==> src/des_pkg.sv <==
// ============================================================================
// des_pkg: shared types and helpers for the directory entry sorter
// Request/result structs, stored entry layout, controller states and the
// sort key derivation.
// ============================================================================
package des_pkg;

    localparam int ENTRY_COUNT_MAX_DEF = 64;
    localparam int NAME_W              = 64;
    localparam int KEY_W               = 2 * NAME_W + 1;

    typedef struct packed {
        logic [NAME_W-1:0] name_high;
        logic [NAME_W-1:0] name_low;
        logic              is_directory;
        logic              last_entry;
    } t_req;

    typedef struct packed {
        logic [NAME_W-1:0] out_name_high;
        logic [NAME_W-1:0] out_name_low;
        logic              out_is_directory;
        logic              overflow;
        logic              last_result;
    } t_res;

    typedef struct packed {
        logic [NAME_W-1:0] name_high;
        logic [NAME_W-1:0] name_low;
        logic              is_directory;
    } t_entry;

    typedef enum logic [2:0] {
        S_IDLE,
        S_CUR_RD,
        S_CUR_CAP,
        S_CMP,
        S_PLACE,
        S_EMIT
    } t_state;

    // Key: inverted dir flag on top (directories first), then the name with
    // every byte after the first zero byte forced to zero.
    function automatic logic [KEY_W-1:0] entry_key(input t_entry e);
        logic [2*NAME_W-1:0] v;
        logic [2*NAME_W-1:0] k;
        logic [15:0]         z;
        logic                ended;
        v = {e.name_high, e.name_low};
        k = '0;
        for (int b = 0; b < 16; b++) begin
            z[b] = (v[127-8*b -: 8] == 8'd0);
        end
        for (int b = 0; b < 16; b++) begin
            ended = |(16'(z << (15 - b)));
            k[127-8*b -: 8] = ended ? 8'd0 : v[127-8*b -: 8];
        end
        return {~e.is_directory, k};
    endfunction

endpackage

==> src/des_cmp.sv <==
// ============================================================================
// des_cmp: ordering comparator
// Flags that the earlier entry must move behind the held entry.
// ============================================================================
module des_cmp (
    input  des_pkg::t_entry i_prev,
    input  des_pkg::t_entry i_cur,
    output logic            o_after
);
    import des_pkg::*;

    // strict greater-than keeps equal keys in load order
    assign o_after = entry_key(i_prev) > entry_key(i_cur);

endmodule

==> config.mk <==
export PLATFORM = sky130hd
export DESIGN_NAME = des_cmp
export DESIGN_NICKNAME = d
export VERILOG_FILES = /design/src/des_pkg.sv /design/src/des_cmp.sv
export SDC_FILE = /design/constraint.sdc
export NUM_CORES = 1
export LEC_CHECK = 0
export ABC_AREA = 1
export ABC_CLOCK_PERIOD_IN_PS = 4300
export BUFFER_PORTS_ARGS = -buffer_cell sky130_fd_sc_hd__buf_2
export CAP_MARGIN = 20
export CORE_UTILIZATION = 54
export DETAILED_ROUTE_END_ITERATION = 12
export PLACE_DENSITY = 0.95
export SYNTH_ARGS = -nofsm -noshare
export SYNTH_HDL_FRONTEND = slang
export SYNTH_SLANG_ARGS = --single-unit
export TNS_END_PERCENT = 20
==> constraint.sdc <==
create_clock -name vclk -period 4.3
set_input_delay 0 -clock vclk [all_inputs]
set_output_delay 0 -clock vclk [all_outputs]
set_load 0.01 [all_outputs]
* Word-level counts from Yosys, hierarchy flattened
Cells that the tools add are included.
Storage, ports and cells: output and inout bits 1, memory bits (read-only) 0, flip-flop bits (word level) 0, word-level logic and storage cells 97, memory bits (writable) 0, bits of input ports 258, bits in latches 0, memories kept 0
Operators by class: $add $sub $neg 0, multiplexer cells 32, $lt $le $gt $ge 1, shift-type cells 0, divide/modulo/power cells 0, bitwise gates (word level) 2, equal/unequal tests 0, multiply operators 0, reduce and logical (&&, ||, !) cells 62
Operators with widths (count):
- logical NOT 8 bit | 32
- two-way mux 8 bit | 32
- > comparator 129 bit | 1
- OR reduction 16 bit | 2
- OR reduction 15 bit | 2
- OR reduction 14 bit | 2
- OR reduction 13 bit | 2
- OR reduction 12 bit | 2
- OR reduction 11 bit | 2
- OR reduction 10 bit | 2
- OR reduction 9 bit | 2
- OR reduction 8 bit | 2
- OR reduction 7 bit | 2
- OR reduction 6 bit | 2
- OR reduction 5 bit | 2
- OR reduction 4 bit | 2
- OR reduction 3 bit | 2
- OR reduction 2 bit | 2
- NOT 1 bit | 2

* Logic depth before layout (Yosys ltp)
depth after elaboration 4, mapped depth 23, mapped depth without buffers 23

* Least setup slack after synthesis
OpenSTA, ideal clock, no wires.
kind input port to output port, from input i_prev[119] in the netlist's numbering, to output o_after, arrival time 2.227 ns, buffers on the path 1, path slack 2.073 ns, stages on the path 19, data required time 4.300 ns, path through inv_1 nand4_1 o21ai_2 nor2_4 nand2_4 or2_1 buf_2 nor2_1 ha_1 nand2_1 nor2_1 nand2_1 nor2_1 nand2_1 nor2_1 nand2_1 nand3_1 nor2_1 a21oi_1
Between the ends: word-level cells in the longest chain between the ends 4, elaborated cells on any way between the ends 32, classes of those cells 1 x order compare; 15 x mux; 16 x reduce/logical
Ends and longest elaborated chain:
- start, declared | RTL line des_cmp.sv:6 | input des_pkg::t_entry i_prev,
- logical NOT 8 bit | RTL line des_pkg.sv:52 | z[b] = (v[127-8*b -: 8] == 8'd0);
- OR reduction 16 bit (tied with other cells) | RTL line des_pkg.sv:55 | ended = |(16'(z << (15 - b)));
- two-way mux 8 bit | RTL line des_pkg.sv:56 | k[127-8*b -: 8] = ended ? 8'd0 : v[127-8*b -: 8];
- > comparator 129 bit * | RTL line des_cmp.sv:13 | assign o_after = entry_key(i_prev) > entry_key(i_cur);
- end, declared | RTL line des_cmp.sv:8 | output logic o_after
Mark *: on every way between the ends. The rest lies on a longest branch, timed or not.

* Worst setup path in the final report
from input i_cur[90] in the netlist's numbering, to output o_after
Between the ends: word-level cells in the longest chain between the ends 4, elaborated cells on any way between the ends 26, classes of those cells 1 x order compare; 12 x mux; 13 x reduce/logical
Ends and longest elaborated chain:
- start, declared | RTL line des_cmp.sv:7 | input des_pkg::t_entry i_cur,
- logical NOT 8 bit | RTL line des_pkg.sv:52
- OR reduction 16 bit (tied with other cells) | RTL line des_pkg.sv:55
- two-way mux 8 bit | RTL line des_pkg.sv:56
- > comparator 129 bit * | RTL line des_cmp.sv:13
Marks and branches as above.

==> impl_metrics.env <==
export IMPL_met1_usage_pct=37.5
export IMPL_hold_path_class="input port to primary output"
export IMPL_worstPathRequired_ns=4.30
export IMPL_grt_antenna_before_repair=3
export IMPL_synth_area_leader_cell="ha_1"
export IMPL_core_area_mm2=0.0102
export IMPL_cap_violations=0
export IMPL_ys_seq_area_share_pct=0
export IMPL_rows=37
export IMPL_overflow=0
export IMPL_post_synth_top_count_cell="nand2_1"
export IMPL_busiest_layer="met2"
export IMPL_dieArea_mm2=0.0109
export IMPL_post_route_period_util_pct=72.4
export IMPL_grtUsageTotal_pct=32.5
export IMPL_synth_area_leaders="ha_1 (29%), nand2_1 (16%), nor2_1 (14%)"
export IMPL_clkbuf_count=0
export IMPL_slew_headroom_pct=50.9
export IMPL_layout_nets=1672
export IMPL_synthCells=1035
export IMPL_final_hold_viol_count=0
export IMPL_yosysTopAreaCellShare_pct=28.5
export IMPL_leakage_nw=4.60
export IMPL_irDropWorstVdd_uv=43.0
export IMPL_fin_crit_ns=3.11
export IMPL_max_freq_ghz=0.321
export IMPL_drcViolationCount=0
export IMPL_met3_usage_pct=5.08
export IMPL_seq_cells=0
export IMPL_worst_slew_pin_slew_ns=0.731
export IMPL_yosys_top_cells_count="nand2_1 (248), nor2_1 (208), inv_1 (171), ha_1 (129), nand3_1 (72)"
export IMPL_via_per_inst=5.32
export IMPL_start_util_pct=55.4
export IMPL_ctsResizeCount=0
export IMPL_post_cts_buffers=0
export IMPL_initialDrtViolationCount=496
export IMPL_gp_congestion=0.943
export IMPL_num_io_pins=259
export IMPL_drive_gt1_share_pct=22.8
export IMPL_syn_nets=1422
export IMPL_area_growth_pct=24.8
export IMPL_slowest_stage="ha_1"
export IMPL_ant_nets=0
export IMPL_grt_pass1_wl_um=29900
export IMPL_avgRoutedWirePerCell_um=12.7
export IMPL_outcome="complete, no violations"
export IMPL_rsz0062_at_grt="no"
export IMPL_end_kind="primary output"
export IMPL_arrival_ns=3.11
export IMPL_critPathMaxStageDelay_ns=0.33
export IMPL_dieHeight_um=104
export IMPL_critical_path_startpoint_type="input port"
export IMPL_register_area_um2=0
export IMPL_path_cells="buf_2 -> nor4_1 -> nand2_1 -> nand2_1 -> nor2_4 -> nor3b_4 -> buf_4 -> nand3_1 -> ha_1 -> nand2_1 -> nor2_1 -> nand3_1 -> nor2_1 -> nand3_1 -> nor2_1 -> nand2_1 -> nand3_1 -> nor2_1 -> a21oi_1 -> buf_2"
export IMPL_wirelength_um=18100
export IMPL_hold_buffers=0
export IMPL_ys_types=35
export IMPL_grt_max_degree=32
export IMPL_drv_slew=0
export IMPL_die_w_um=104
export IMPL_hold_path_startpoint="i_cur[76]"
export IMPL_hold_depth=10
export IMPL_setup_viol=0
export IMPL_synth_warnings=0
export IMPL_n_fill_cell=980
export IMPL_power_density_mw_per_mm2=88.4
export IMPL_worstSetupPathType="input port to primary output"
export IMPL_p_total_w=0.000625
export IMPL_grt_pass1_vias=7062
export IMPL_dr_total_vias=7559
export IMPL_postSynthAreaPerCell_um2=5.47
export IMPL_grtUsageMet2_pct=60.7
export IMPL_drt_pass1_iterations=10
export IMPL_netlist_area_mm2=0.00566
export IMPL_io_buffer_count=259
export IMPL_tns_ns=0
export IMPL_hold_end="o_after"
export IMPL_dpl_hpwl_um=16500
export IMPL_cp_max_fo=31
==> worst max-delay path by stage <==
| stage | from | end | slack, ns | cells past startpoint |
|---|---|---|---|---|
| floorplan | i_prev[119] | o_after | 2.07 | 19 |
| global placement | i_cur[122] | o_after | 1.25 | 21 |
| detailed placement | i_cur[123] | o_after | 1.25 | 21 |
| CTS | i_cur[123] | o_after | 1.25 | 21 |
| global route | i_cur[90] | o_after | 0.91 | 20 |
| finish | i_cur[90] | o_after | 1.19 | 20 |
==> worst max-delay path: cells and delay by family <==
| kind | cells | cell delay, ns |
|---|---|---|
| AOI/OAI and AO/OA | 1 | 0.21 |
| and+or+nand+nor | 15 | 1.96 |
| adders and majority gates | 1 | 0.33 |
| buffers and inverters | 3 | 0.60 |
==> cells by family after synthesis <==
kind of cell | Yosys count | synth area share, %
AOI/OAI and AO/OA | 90 | 8.79
adders and majority gates | 129 | 28.5
buffers and inverters | 185 | 12.9
and+or+nand+nor | 631 | 49.8
==> cell usage in the layout, fill, tap and decap left out <==
cell type | netlist | final
a21oi_1 | 60 | 60
nor3b_4 | 1 | 1
nand2_2 | 2 | 2
nand4_1 | 32 | 32
nor4_2 | 5 | 5
or2_2 | 4 | 4
nor2_4 | 3 | 3
a21oi_4 | 1 | 1
nor4_1 | 24 | 24
inv_1 | 171 | 171
o21a_1 | 5 | 5
nand2_4 | 3 | 3
o21ai_2 | 1 | 1
nor3_2 | 2 | 2
o21bai_1 | 3 | 3
a21o_1 | 5 | 5
nand3b_1 | 1 | 1
o21ai_1 | 1 | 1
nand3_2 | 2 | 2
nor2_1 | 208 | 208
nor2_2 | 3 | 3
nor2b_1 | 1 | 1
nand4_2 | 2 | 2
o21ai_0 | 14 | 14
and3_1 | 1 | 1
buf_2 | 1 | 259
or2_1 | 2 | 2
ha_1 | 129 | 129
nor3_1 | 12 | 12
diode_2 | 0 | 2
nand2_1 | 248 | 248
nand3_1 | 72 | 72
and2_1 | 2 | 2
buf_4 | 0 | 3
nor2_8 | 1 | 1
==> layer usage <==
metal	wire length (um)	part of all wire (%)	up-vias
met4	516	2.8	0
met5	0	0	-
met1	7360	41	3311
li1	-	-	3880
met2	8740	48	326
met3	1500	8.3	42
==> report_power, final <==
part | internal [W] | leakage (nW) | switching (W)
clock network | 0.0000000000622 | 0.0000127 | 0
registers | 0 | 0 | 0
logic | 0.000280 | 4.60 | 0.000344
==> through the flow <==
| step | util [%] | setup WS (ns) | area, um^2 | hold slack (ns) | std cells |
|---|---|---|---|---|---|
| after global placement | 69.0 | 1.25 | 7060 | 0.920 | 1419 |
| after CTS | 69.0 | 1.25 | 7060 | 0.945 | 1419 |
| after detailed placement | 69.0 | 1.25 | 7060 | 0.947 | 1419 |
| after global routing | 69.0 | 0.909 | 7060 | 1.03 | 1420 |
| after floorplan | - | 2.07 | 5660 | 0.586 | 1035 |
| final | 69.1 | 1.19 | 7070 | 0.967 | 1421 |
==> cell type report <==
class	instances	area, um^2	share of cell area, %
timing repair buffer	262	1320	18.7
inverter	171	642	9.08
tap	136	170	2.41
antenna	2	5.00	0.0708
multi-input combinational	850	4930	69.8
(Power assumes the default switching activity.)
